[src/rtl/efsd_pkg.sv]
`timescale 1ns / 1ps
`default_nettype none

package efsd_pkg;

  // default server pool size and register reset value
  localparam int          MAX_SERVERS_DEF = 16;
  localparam logic [4:0]  NUM_SERVERS_RST = 5'd16;

  // one job request
  typedef struct packed {
    logic [15:0] service_time;
    logic        first_of_case;
    logic        last_of_case;
  } in_req_t;

  // one dispatch result
  typedef struct packed {
    logic [3:0]  assigned_server;
    logic [31:0] start_time;
    logic [31:0] end_time;
    logic [3:0]  next_free_server;
    logic        answer_valid;
  } out_res_t;

  // dispatch sequencer states
  typedef enum logic [1:0] {
    ST_IDLE,
    ST_SCAN,
    ST_UPDATE
  } state_t;

endpackage

`default_nettype wire

[src/rtl/efsd_store.sv]
`timescale 1ns / 1ps
`default_nettype none

// Finish-time memory: one write and one registered read port.
// Per-entry valid bits make an unwritten or cleared entry read as zero.
module efsd_store #(
  parameter int DEPTH = 16,
  parameter int IW    = 4
) (
  input  wire logic          clk,
  input  wire logic          rst,
  input  wire logic          clr_all,
  input  wire logic          wr_en,
  input  wire logic [IW-1:0] wr_addr,
  input  wire logic [31:0]   wr_data,
  input  wire logic          rd_en,
  input  wire logic [IW-1:0] rd_addr,
  output logic      [31:0]   rd_data
);

  logic [31:0]      mem [DEPTH];
  logic [DEPTH-1:0] vld;
  logic [31:0]      mem_q;
  logic             vld_q;

  // valid bits: reset and case start clear all at once
  always_ff @(posedge clk) begin
    if (rst || clr_all) begin
      vld <= '0;
    end else if (wr_en) begin
      vld[wr_addr] <= 1'b1;
    end
  end

  // memory write
  always_ff @(posedge clk) begin
    if (wr_en) begin
      mem[wr_addr] <= wr_data;
    end
  end

  // registered read
  always_ff @(posedge clk) begin
    if (rd_en) begin
      mem_q <= mem[rd_addr];
      vld_q <= vld[rd_addr];
    end
  end

  assign rd_data = vld_q ? mem_q : 32'd0;

endmodule

`default_nettype wire

[src/rtl/efsd_min2.sv]
`timescale 1ns / 1ps
`default_nettype none

// Running two-smallest tracker, fed one entry per cycle while en is high, in index order.
// Strict compares keep the lower index on ties.
module efsd_min2 #(
  parameter int IW = 4
) (
  input  wire logic          clk,
  input  wire logic          rst,
  input  wire logic          clr,
  input  wire logic          en,
  input  wire logic [31:0]   val,
  input  wire logic [IW-1:0] idx,
  output logic               has1,
  output logic               has2,
  output logic [31:0]        b1,
  output logic [IW-1:0]      i1,
  output logic [31:0]        b2,
  output logic [IW-1:0]      i2
);

  // flags
  always_ff @(posedge clk) begin
    if (rst || clr) begin
      has1 <= 1'b0;
      has2 <= 1'b0;
    end else if (en) begin
      has1 <= 1'b1;
      if (has1) begin
        has2 <= 1'b1;
      end
    end
  end

  // best and runner-up
  always_ff @(posedge clk) begin
    if (en) begin
      priority if (!has1) begin
        b1 <= val;
        i1 <= idx;
      end else if (val < b1) begin
        b2 <= b1;
        i2 <= i1;
        b1 <= val;
        i1 <= idx;
      end else if (!has2 || val < b2) begin
        b2 <= val;
        i2 <= idx;
      end else begin
        // not among the two smallest, both kept
      end
    end
  end

endmodule

`default_nettype wire

[src/rtl/earliest_free_server_dispatch.sv]
//  channel   direction  handshake           payload
//  in        input      in_valid/in_stall   in_data   (efsd_pkg::in_req_t)
//  out       output     out_valid/out_stall out_data  (efsd_pkg::out_res_t)
//  cfg       input      cfg_we              cfg_data  (num_servers, 5 bits)
//
//  After acceptance the N servers in use (N = servers in use) are read through
//  the single read port; the block waits for the last read to return, leaves
//  the scan, then loads the result in the update state. A new request is accepted only after the result is loaded.
//  Reset (rst, synchronous) zeroes all finish times and sets num_servers 16.
//  in_stall is high from acceptance until the result is loaded.
//  A stalled result holds the update cycle until the output register frees.
`timescale 1ns / 1ps
`default_nettype none

module earliest_free_server_dispatch #(
  parameter int MAX_SERVERS = efsd_pkg::MAX_SERVERS_DEF
) (
  input  wire logic               clk,
  input  wire logic               rst,
  input  wire logic               in_valid,
  output logic                    in_stall,
  input  wire efsd_pkg::in_req_t  in_data,
  output logic                    out_valid,
  input  wire logic               out_stall,
  output efsd_pkg::out_res_t      out_data,
  input  wire logic               cfg_we,
  input  wire logic [4:0]         cfg_data
);

  import efsd_pkg::*;

  localparam int IW = (MAX_SERVERS > 1) ? $clog2(MAX_SERVERS) : 1;
  localparam int CW = $clog2(MAX_SERVERS + 1);

  state_t          state, state_next;
  logic [4:0]      num_servers;
  logic [CW-1:0]   count;
  logic [8:0]      ns_ext;
  logic [CW-1:0]   iss;
  logic            rvalid;
  logic [IW-1:0]   ridx;
  logic [15:0]     svc;
  logic            last;
  logic            accept, issue, load;
  logic [31:0]     rd_data;
  logic            has1, has2;
  logic [31:0]     b1, b2;
  logic [IW-1:0]   i1, i2;
  logic [32:0]     sum;
  logic [31:0]     end_t;
  logic [IW-1:0]   next_idx;

  // config register
  always_ff @(posedge clk) begin
    if (rst) begin
      num_servers <= NUM_SERVERS_RST;
    end else if (cfg_we) begin
      num_servers <= cfg_data;
    end
  end

  // servers in use, clamped to 1..MAX_SERVERS
  always_comb begin
    ns_ext = 9'(num_servers);
    priority if (ns_ext == 9'd0) begin
      count = CW'(1);
    end else if (ns_ext > 9'(MAX_SERVERS)) begin
      count = CW'(MAX_SERVERS);
    end else begin
      count = CW'(ns_ext);
    end
  end

  // sequencer outputs
  always_comb begin
    accept   = (state == ST_IDLE) && in_valid;
    issue    = (state == ST_SCAN) && (iss < count);
    load     = (state == ST_UPDATE) && (!out_valid || !out_stall);
    in_stall = (state != ST_IDLE);
  end

  // sequencer next state
  always_comb begin
    state_next = state;
    unique case (state)
      ST_IDLE:   if (accept) state_next = ST_SCAN;
      ST_SCAN:   if (!issue && !rvalid) state_next = ST_UPDATE;
      ST_UPDATE: if (load) state_next = ST_IDLE;
      default:   state_next = ST_IDLE;
    endcase
  end

  always_ff @(posedge clk) begin
    if (rst) begin
      state <= ST_IDLE;
    end else begin
      state <= state_next;
    end
  end

  // scan counter and read pipeline tag
  always_ff @(posedge clk) begin
    if (rst) begin
      iss    <= '0;
      rvalid <= 1'b0;
    end else begin
      rvalid <= issue;
      if (accept) begin
        iss <= '0;
      end else if (issue) begin
        iss <= iss + CW'(1);
      end
    end
  end

  always_ff @(posedge clk) begin
    ridx <= iss[IW-1:0];
    if (accept) begin
      svc  <= in_data.service_time;
      last <= in_data.last_of_case;
    end
  end

  efsd_store #(
    .DEPTH (MAX_SERVERS),
    .IW    (IW)
  ) u_store (
    .clk     (clk),
    .rst     (rst),
    .clr_all (accept && in_data.first_of_case),
    .wr_en   (load),
    .wr_addr (i1),
    .wr_data (end_t),
    .rd_en   (issue),
    .rd_addr (iss[IW-1:0]),
    .rd_data (rd_data)
  );

  efsd_min2 #(
    .IW (IW)
  ) u_min2 (
    .clk  (clk),
    .rst  (rst),
    .clr  (accept),
    .en   (rvalid),
    .val  (rd_data),
    .idx  (ridx),
    .has1 (has1),
    .has2 (has2),
    .b1   (b1),
    .i1   (i1),
    .b2   (b2),
    .i2   (i2)
  );

  // saturating finish time and next server after the update
  always_comb begin
    sum   = {1'b0, b1} + 33'(svc);
    end_t = sum[32] ? 32'hFFFF_FFFF : sum[31:0];
    priority if (!has2) begin
      next_idx = i1;
    end else if (end_t < b2) begin
      next_idx = i1;
    end else if (end_t == b2) begin
      next_idx = (i1 < i2) ? i1 : i2;
    end else begin
      next_idx = i2;
    end
  end

  // output register
  always_ff @(posedge clk) begin
    if (rst) begin
      out_valid <= 1'b0;
    end else if (load) begin
      out_valid <= 1'b1;
    end else if (!out_stall) begin
      out_valid <= 1'b0;
    end
  end

  always_ff @(posedge clk) begin
    if (load) begin
      out_data.assigned_server  <= 4'(i1);
      out_data.start_time       <= b1;
      out_data.end_time         <= end_t;
      out_data.next_free_server <= 4'(next_idx);
      out_data.answer_valid     <= last;
    end
  end

  // an accepted request always starts a scan
  a_accept_scan: assert property (@(posedge clk) disable iff (rst)
    accept |=> (state == ST_SCAN))
    else $error("accepted request did not start a scan");

  // every read returned belongs to a server in use
  a_read_in_range: assert property (@(posedge clk) disable iff (rst)
    rvalid |-> (CW'(ridx) < count))
    else $error("read beyond servers in use");

  // update sees a full scan
  a_scan_full: assert property (@(posedge clk) disable iff (rst)
    (state == ST_UPDATE) |-> (has1 && (has2 || count == CW'(1))))
    else $error("update without a complete scan");

  // a finish time never moves backward
  a_end_ge_start: assert property (@(posedge clk) disable iff (rst)
    out_valid |-> (out_data.end_time >= out_data.start_time))
    else $error("end time below start time");

endmodule

`default_nettype wire
[config.mk]
export PLATFORM = sky130hd
export DESIGN_NAME = earliest_free_server_dispatch
export DESIGN_NICKNAME = d
export VERILOG_FILES = /design/src/rtl/efsd_pkg.sv /design/src/rtl/efsd_store.sv /design/src/rtl/efsd_min2.sv /design/src/rtl/earliest_free_server_dispatch.sv
export SDC_FILE = /design/constraint.sdc
export NUM_CORES = 1
export LEC_CHECK = 0
export ABC_CLOCK_PERIOD_IN_PS = 11770
export BUFFER_PORTS_ARGS = -buffer_cell sky130_fd_sc_hd__buf_2
export CAP_MARGIN = 20
export CORE_MARGIN = 5
export CORE_UTILIZATION = 60
export CTS_BUF_LIST = sky130_fd_sc_hd__clkbuf_4 sky130_fd_sc_hd__clkbuf_8
export DETAILED_ROUTE_END_ITERATION = 10
export PLACE_DENSITY = 0.83
export SETUP_SLACK_MARGIN = 0.1
export SYNTH_ARGS = -nofsm -noshare
export SYNTH_HDL_FRONTEND = slang
export SYNTH_SLANG_ARGS = --single-unit
[constraint.sdc]
create_clock -name clk -period 11.77 [get_ports clk]
set_input_delay 2.354 -clock clk [delete_from_list [all_inputs] [get_ports clk]]
set_output_delay 2.354 -clock clk [all_outputs]
set_load 0.1 [all_outputs]
==> impl_metrics.yaml, run 1 <==
global_route:
  gr-total-overflow: 0
  antenna_found_initial: 2
  grt_pass1_wl_um: 110000
  grt_pass1_vias: 17400
  grt_start_max_net_pins: 100
  grt_use_total_pct: 26.5
setup_path:
  cp.required_ns: 12.23
  path_class: "reg -> reg"
  reg2regPathDepth: 15
  cp_data_arrival_time_ns: 6.44
  cp-end-kind: "register"
  crit_path_max_fanout: 18
  slowest_delay_ns: 0.66
  cp_cell_sequence: "ha_1 -> fa_1 -> a21oi_1 -> nand4b_1 -> a31oi_1 -> a32oi_1 -> nand2b_1 -> nand2_1 -> ha_1 -> nand4_1 -> nor4_1 -> a211oi_1 -> a2bb2oi_1 -> a41o_1 -> mux2_2"
  cp_slowest_cell: "nor4_1"
  worstSetupStartpointType: "register"
  crit_top_cell: "ha_1"
die:
  design.core.area_sq_um: 51100
  io_pins: 103
  fp.dieArea_sq_um: 56000
  die_h_um: 237
  start_util_pct: 60.3
  placementRows: 83
  die_w_um: 237
sta:
  slew_viol_final: 0
  tightest_slew_ns: 1.10
  rsz0062_at_grt: "no"
  fin_skew_ns: 0.0245
  finalHoldViolCount: 0
  setup_viol: 0
  slew_headroom_pct: 26.7
  holdWs_ns: 0.424
  worst_slack_ns: 5.79
  period_needed_ns: 5.98
  final.setup.tns_ns: 0
  fmax_mhz: 167
  fin_crit_sh_pct: 50.8
power_and_ir_drop:
  p_leak_nw: 11.8
  pwr-share-clk_pct: 35.3
  p_comb_share_pct: 10.6
  p_int_mw: 4.28
  power_frac_seq_pct: 54.1
  power_switching_mw: 1.42
  peakVddDrop_uv: 80.6
  swShare_pct: 24.9
  powerDensity_nw_per_um2: 165
  power.total_mw: 5.70
final_layout:
  areaGrowthSynthToFinish_pct: 11.9
  final_layout_size_suffix_gt1_share_pct: 27.0
  final_cells: 2622
  final_util_pct: 67.5
  stdcell_area_sq_um: 34500
  num-nets-final: 1999
clocking:
  cts_root_buf: "clkbuf_8"
  hold_buffers: 0
  cts_max_path_buffers: 3
  cts_resized: 0
  clk_latency_ns: 0.70
  post_cts.repair.setup_buffers: 0
  cts.sinks: 743
  h-tree-depth: 3
  cts_tree: "built"
  cts_buffers: 108
  path_clk_slew_ns: 0.07
synth:
  synth.distinct_cells: 66
  syn_inst: 1659
  synth_top_area_cell: "edfxtp_1"
  ys_warn_count: 0
  yosysSeqAreaShare_pct: 71.2
  syn-cell-area_sq_um: 30800
  synth.top_cell.area_share_pct: 68.9
  ys_ff_latch: 743
  synth_area_leaders: "edfxtp_1 (69%), mux4_2 (12%), ha_1 (4.8%)"
  syn_nets: 1806
  synth_edf_count: 707
  syn_avg_cell_area_sq_um: 18.6
  async_reset_ff_share_pct: 0
  synthMostInstantiatedCell: "edfxtp_1"
  synth-main-ff-cell: "edfxtp_1"
  synth_common_cells: "edfxtp_1 (707), mux4_2 (165), ha_1 (118)"
min_path:
  hp-class: "reg -> reg"
  min_path_cells: 0
run_status:
  status: "finished, final reports clean"
placement:
  post-dp-hpwl_um: 44500
  gp_congestion: 0.965
  pre_cts_ws_ns: 5.93
  placed_cell_area_sq_um: 32400
  portBuffers: 102
  placedCellCount: 2421
detailed_routing:
  avgViaCountPerCell: 6.44
  dr_total_vias: 16900
  drc_errors: 0
  drt-total-wl_um: 74000
  first_iter_violations: 2123
  wl_per_cell_um: 28.2
  ant_nets: 0
  dr.pass1.iters: 7
run:
  drv_cap: 0
==> path summary, 6_finish.rpt <==
kind	slack, ns	endpoint	from
worst max-delay path	5.79	out_data[3]$_DFFE_PP_	u_min2.b1[0]$_DFFE_PP_
worst min-delay path	0.42	u_min2.i1[1]$_DFFE_PP_	ridx[1]$_DFF_P_
worst max register to register	5.79	out_data[3]$_DFFE_PP_	u_min2.b1[0]$_DFFE_PP_
worst min register to register	0.42	u_min2.i1[1]$_DFFE_PP_	ridx[1]$_DFF_P_
==> worst max-delay path: cells and delay by family (launching register included) <==
family,cells,cell delay (ns)
simple gates,5,2.31
mux,1,0.29
fa+ha+maj,3,1.19
compound gates,6,1.50
flops,1,0.44
==> layer usage <==
layer	track usage (%)	vias to the layer above	share of wire [%]
li1	-	7076	-
met1	35.9	8563	36
met2	43.8	1076	50
met3	5.07	164	10
met4	9.60	2	3.4
met5	0	-	0.018
==> layout by cell type (no fill, tap or decap), drive strengths merged, types with 5 or more instances in the layout <==
master / synthesis / final
ha: 118 / 118
a21o: 15 / 15
mux2i: 6 / 6
clkbuf: 31 / 136
buf: 26 / 139
o21a: 22 / 22
nor2: 60 / 60
edfxtp: 707 / 707
mux2: 41 / 41
mux4: 165 / 165
dfxtp: 36 / 36
a31oi: 12 / 12
inv: 80 / 82
a21oi: 59 / 59
and2: 36 / 36
nand3: 11 / 11
nand2b: 10 / 10
nand2: 69 / 69
clkinv: 0 / 55
xor2: 9 / 9
a211oi: 9 / 9
o21ai: 28 / 28
xnor2: 14 / 14
nand4: 20 / 20
and3: 5 / 5
nor3: 13 / 13
==> power by group through the flow <==
stage / Sequential (mW) / Clock (mW) / Combinational, mW
after global routing: 3.08 / 2.18 / 0.647
final: 3.08 / 2.01 / 0.605
after floorplan: 3.19 / 0 / 0.360
after CTS: 3.08 / 2.04 / 0.598
after detailed placement: 3.13 / 0 / 0.594
after global placement: 3.13 / 0 / 0.569
==> state kept, by name (all words and copies together), names as in the netlist, 5 cells and up <==
signal         flops
iss                5
u_store.mem      512
num_servers        5
u_store.mem_q     32
u_min2.b1         32
u_store.vld       16
out_data          73
u_min2.b2         32
svc               16
==> final cells by class <==
type / instances / area [sq um]
diodes: 1 / 2.50
clock buffers: 135 / 1720
clock inverters: 64 / 400
fillers: 3161 / 16600
inverters: 80 / 300
multi-input cells: 779 / 8460
flip-flops and latches: 743 / 22000
well taps: 680 / 851
repair buffers: 140 / 815
==> cell families (layout without fill, tap and decap cells) <==
group	Yosys count	count (layout)	synth area share [%]
flip-flops	743	743	71.2
AND/OR/NAND/NOR	250	250	4.09
multiplexers	212	212	13.7
AO/OA/AOI/OAI	175	175	3.66
buffers and inverters	137	419	1.79
adder cells (fa/ha/maj)	119	119	4.85
XOR/XNOR	23	23	0.653
other	0	1	0
Power figures use the tool's default switching activity.
==> run 2, diff against run 1 <==
Settings changed: ABC_CLOCK_PERIOD_IN_PS 11770 to 5100, CORE_UTILIZATION 60 to 58, PLACE_DENSITY 0.83 to 0.84.
Clock period 11.77 ns to 5.1 ns, I/O delays scaled along.
==> run 2 against run 1 <==
Register-to-register slack worse by 5.6 ns. Critical path depth rose by 4. Combinational power increased by 140%. Sequential share of layout area fell by 0.66 points. Fmax is 22% higher. Setup slack got worse by 5.6 ns. Clock skew up 0.032 ns. Die area rose by 3.3%. Non-clock buffer count grew 39. Critical path type unchanged. Largest power group unchanged.
==> impl_metrics.yaml, run 2 (synthesis gave the netlist of run 1 again) <==
clocking:
  cts_buffers: 111
  path_clk_slew_ns: 0.06
  cts.sinks: 743
  cts_tree: "built"
  clk_latency_ns: 0.71
  h-tree-depth: 3
  cts_root_buf: "clkbuf_8"
  cts_max_path_buffers: 3
  hold_buffers: 0
setup_path:
  reg2reg_from: "u_min2.b1[0]$_DFFE_PP_"
  critical_path.startpoint: "u_min2.b1[0]$_DFFE_PP_"
  r2r_end: "out_data[2]$_DFFE_PP_"
  reg2reg_slack_ns: 0.21
  crit_path_max_fanout: 18
  cp_slowest_cell: "edfxtp_1"
  cp_cell_sequence: "ha_1 -> fa_1 -> a21oi_1 -> nand4b_1 -> a31oi_1 -> a32oi_1 -> buf_4 -> nand2b_1 -> buf_4 -> nand2_1 -> mux2_4 -> ha_1 -> nand4_1 -> nor4_1 -> buf_4 -> nand2_1 -> a2bb2oi_1 -> a41o_1 -> mux2_2"
  worstSetupStartpointType: "register"
  cp.required_ns: 5.56
  cp_data_arrival_time_ns: 5.34
  slowest_delay_ns: 0.43
  crit_top_cell: "buf_4"
  reg2regPathDepth: 19
  cp-end-kind: "register"
  path_class: "reg -> reg"
min_path:
  hp-class: "reg -> reg"
  holdPathEnd: "u_min2.i1[3]$_DFFE_PP_"
  min-delay-start: "ridx[3]$_DFF_P_"
  min_path_cells: 0
placement:
  gp_congestion: 0.921
  post-dp-hpwl_um: 45000
  pre_cts_ws_ns: 0.269
  portBuffers: 102
die:
  die_h_um: 241
  io_pins: 103
  placementRows: 84
  design.core.area_sq_um: 52700
  die_w_um: 241
  fp.dieArea_sq_um: 57900
  start_util_pct: 58.5
final_layout:
  mostFrequentLayoutCell: "edfxtp_1"
  antenna_cells: 0
  final_layout_size_suffix_gt1_share_pct: 29.1
  final_cell_mix: "edfxtp_1 (707), mux4_2 (165), ha_1 (118), clkbuf_8 (114), buf_2 (102)"
  areaGrowthSynthToFinish_pct: 13.1
  biggestRegsByFlops: "u_store.mem: 512 flops, out_data: 73 flops"
  nFillCells: 3237
  largest_reg_flops: 512
  largest_register: "u_store.mem"
  num-nets-final: 2041
sta:
  fin_skew_ns: 0.0567
  finalHoldViolCount: 0
  fin_crit_sh_pct: 95.8
  setup_viol: 0
  holdWs_ns: 0.431
  period_needed_ns: 4.89
  rsz0062_at_grt: "no"
  slew_viol_final: 0
  worst_slack_ns: 0.215
  slew_headroom_pct: 30.1
  fmax_mhz: 205
  tightest_slew_ns: 1.04
  final.setup.tns_ns: 0
global_route:
  grt_pass1_wl_um: 107000
  gr-total-overflow: 0
  grt_use_total_pct: 25.1
  antenna_found_initial: 0
  grt_start_max_net_pins: 68
  grt_pass1_vias: 17400
run:
  drv_cap: 0
power_and_ir_drop:
  powerDensity_nw_per_um2: 381
  peakVddDrop_uv: 231
  power.total_mw: 13.3
  p_leak_nw: 12.0
detailed_routing:
  wl_per_cell_um: 27.0
  drc_errors: 0
  avgViaCountPerCell: 6.32
  drt-total-wl_um: 71800
  dr.pass1.iters: 5
  first_iter_violations: 1954
  ant_nets: 0
  dr_total_vias: 16800
run_status:
  status: "finished, final reports clean"
-- run 2: metrics by stage --
| step | std cells | instance area (sq um) | util [%] |
|---|---|---|---|
| 2_1_floorplan | 1659 | 30900 | - |
| 3_3_place_gp | 2468 | 32700 | 62.1 |
| 3_5_place_dp | 2468 | 32700 | 62.1 |
| 4_1_cts | 2661 | 34900 | 66.2 |
| 5_1_grt | 2662 | 34900 | 66.2 |
| 6_report | 2662 | 34900 | 66.2 |
-- run 2: per-layer routing --
layer,routed length [um],part of all wire (%),GRT usage [%]
met1,27600,38,34.9
met2,34900,49,40.9
met3,7010,9.8,4.73
met4,2240,3.1,8.67
met5,0,0,0
-- run 2: cell type report --
class / count / area (sq um) / area share (%)
flip-flops and latches: 743 / 22000 / 63.0
well taps: 688 / 861 / 2.47
repair buffers: 179 / 1100 / 3.16
inverters: 80 / 300 / 0.861
clock inverters: 41 / 294 / 0.843
clock buffers: 152 / 1850 / 5.32
multi-input cells: 779 / 8500 / 24.4
-- run 2: worst max-delay path by stage --
stage	to	slack, ns	depth (start not counted)
finish	out_data[2]$_DFFE_PP_	0.21	19
global route	out_data[4]$_DFFE_PP_	0.09	19
CTS	out_data[2]$_DFFE_PP_	0.23	19
detailed placement	out_data[2]$_DFFE_PP_	0.27	19
global placement	out_data[2]$_DFFE_PP_	0.41	19
floorplan	u_store.mem[1][0]$_DFFE_PP_	0.40	3
-- run 2: critical path, delay by kind of cell, from the launching register on --
| family | cells | cell delay [ns] |
|---|---|---|
| AO/OA/AOI/OAI | 5 | 1.03 |
| adder cells (fa/ha/maj) | 3 | 1.02 |
| buffers and inverters | 3 | 0.58 |
| flip-flops | 1 | 0.43 |
| multiplexers | 2 | 0.67 |
| AND/OR/NAND/NOR | 6 | 0.90 |
-- run 2: report_power, final --
group | internal, mW | switching, mW
logic | 0.494 | 0.986
clock network | 2.54 | 2.18
registers | 7.00 | 0.0939
total | 10.0 | 3.26
-- run 2: what timing repair did --
action	in CTS	in global routing
endpoints found under the setup margin	0	4
buffers inserted	0	0
resized for setup	0	1
hold endpoints to repair	0	0
==> run 3, diff against run 2 <==
Settings changed: MAX_ROUTING_LAYER from default to met4.
==> run 3 against run 2 <==
Hold slack got worse by 0.013 ns. Clock skew decreased by 0.011 ns. Clock power hardly changed. Fmax rose by 3.9%. Non-clock buffer count rose by 1. Design area up 0.19%. Sequential power about the same. Register-to-register slack improved by 0.18 ns. Global-route usage rose by 1.5 points. Critical endpoint is now out_data[1]$_DFFE_PP_.
==> impl_metrics.yaml, run 3 (synthesis gave the netlist of run 1 again) <==
placement:
  portBuffers: 102
  placed_cell_area_sq_um: 32700
  placedCellCount: 2468
  gp_congestion: 0.963
  pre_cts_ws_ns: 0.318
  post-dp-hpwl_um: 45200
sta:
  fin_skew_ns: 0.0455
  rsz0062_at_grt: "no"
  worst_slack_ns: 0.399
  final.setup.tns_ns: 0
  fin_crit_sh_pct: 92.2
  slew_viol_final: 0
  slew_headroom_pct: 28.1
  setup_viol: 0
  fmax_mhz: 213
  finalHoldViolCount: 0
  tightest_slew_ns: 1.07
  holdWs_ns: 0.418
  period_needed_ns: 4.70
detailed_routing:
  first_iter_violations: 1966
  avgViaCountPerCell: 6.35
  ant_nets: 0
  drc_errors: 0
  dr.pass1.iters: 6
  drt-total-wl_um: 73600
  wl_per_cell_um: 27.5
  dr_total_vias: 17000
final_layout:
  largest_reg_flops: 512
  biggestRegsByFlops: "u_store.mem: 512 flops, out_data: 73 flops"
  num-nets-final: 2041
  final_cells: 2673
  largest_register: "u_store.mem"
  areaGrowthSynthToFinish_pct: 13.3
  antenna_cells: 0
  final_util_pct: 66.3
  final_cell_mix: "edfxtp_1 (707), mux4_2 (165), ha_1 (118), clkbuf_8 (118), buf_2 (102)"
  stdcell_area_sq_um: 34900
  mostFrequentLayoutCell: "edfxtp_1"
  final_layout_size_suffix_gt1_share_pct: 29.7
global_route:
  gr-total-overflow: 0
  grt_use_total_pct: 26.6
  grt_start_max_net_pins: 83
  antenna_found_initial: 1
  grt_pass1_wl_um: 110000
  grt_pass1_vias: 17500
clocking:
  h-tree-depth: 3
  cts_max_path_buffers: 3
  hold_buffers: 0
  cts_tree: "built"
  cts_buffers: 110
  cts.sinks: 743
  clk_latency_ns: 0.72
  cts_root_buf: "clkbuf_8"
  path_clk_slew_ns: 0.07
power_and_ir_drop:
  powerDensity_nw_per_um2: 382
  peakVddDrop_uv: 212
  power.total_mw: 13.3
  p_leak_nw: 12.1
setup_path:
  slowest_delay_ns: 0.44
  cp_slowest_cell: "edfxtp_1"
  crit_path_max_fanout: 11
  cp_cell_sequence: "ha_1 -> fa_1 -> a21oi_1 -> nand4b_1 -> a31oi_2 -> a32oi_1 -> buf_4 -> nand2b_1 -> buf_4 -> nand2_1 -> ha_1 -> a21oi_1 -> o21ai_0 -> a221o_1 -> a211oi_1 -> a2bb2oi_2 -> a41o_1 -> mux2_2"
  cp_data_arrival_time_ns: 5.17
  worstSetupStartpointType: "register"
  cp.required_ns: 5.56
  cp-end-kind: "register"
  path_class: "reg -> reg"
die:
  design.core.area_sq_um: 52700
  fp.dieArea_sq_um: 57900
  die_h_um: 241
  io_pins: 103
  placementRows: 84
  start_util_pct: 58.5
  die_w_um: 241
min_path:
  hp-class: "reg -> reg"
run:
  drv_cap: 0
run_status:
  status: "finished, final reports clean"
[run 3: cell types whose count changed in the layout (fill, tap and decap cells not counted), sizes merged]
cell,before,now
bufinv,4,1
clkinv,33,37
inv,82,84
buf,179,180
clkbuf,152,159
[run 3: final timing paths]
check | start | to | slack [ns] | cells past startpoint
max | u_min2.b1[0]$_DFFE_PP_ | out_data[1]$_DFFE_PP_ | 0.40 | 18
min reg2reg | ridx[1]$_DFF_P_ | u_min2.i1[1]$_DFFE_PP_ | 0.42 | 0
max reg2reg | u_min2.b1[0]$_DFFE_PP_ | out_data[1]$_DFFE_PP_ | 0.40 | 18
min | ridx[1]$_DFF_P_ | u_min2.i1[1]$_DFFE_PP_ | 0.42 | 0
[run 3: where the power goes]
part / internal, mW / switching (mW) / total (mW)
Combinational: 0.496 / 1.00 / 1.50
Sequential: 7.00 / 0.0881 / 7.09
Clock: 2.50 / 2.26 / 4.75
[run 3: per-layer routing]
metal	GRT usage (%)	wire length, um	part of all wire [%]	vias up
met1	36.8	27900	38	8590
met5	-	0	0	-
met3	4.23	7610	10	145
met2	42.0	36000	49	1096
met4	8.18	2030	2.8	0
li1	-	-	-	7153
[run 3: final cells by class]
cell class	count	area (sq um)
sequential	743	22000
fill	3304	17700
multi-input combinational	779	8520
clock buffer	159	1930
timing repair buffer	180	1110
tap	688	861
inverter	80	300
clock inverter	44	253
[run 3: timing repair]
item,in CTS,in global routing
endpoints found under the setup margin,0,4
setup buffers,0,1
gates resized for setup,0,5
hold endpoints to repair,0,0
[run 3: critical path, delay by kind of cell, from the launching register on]
kind | cells | cell delay [ns]
AO/OA/AOI/OAI | 9 | 1.92
adder cells (fa/ha/maj) | 3 | 0.94
buffers and inverters | 2 | 0.36
flip-flops | 1 | 0.44
multiplexers | 1 | 0.34
AND/OR/NAND/NOR | 3 | 0.45
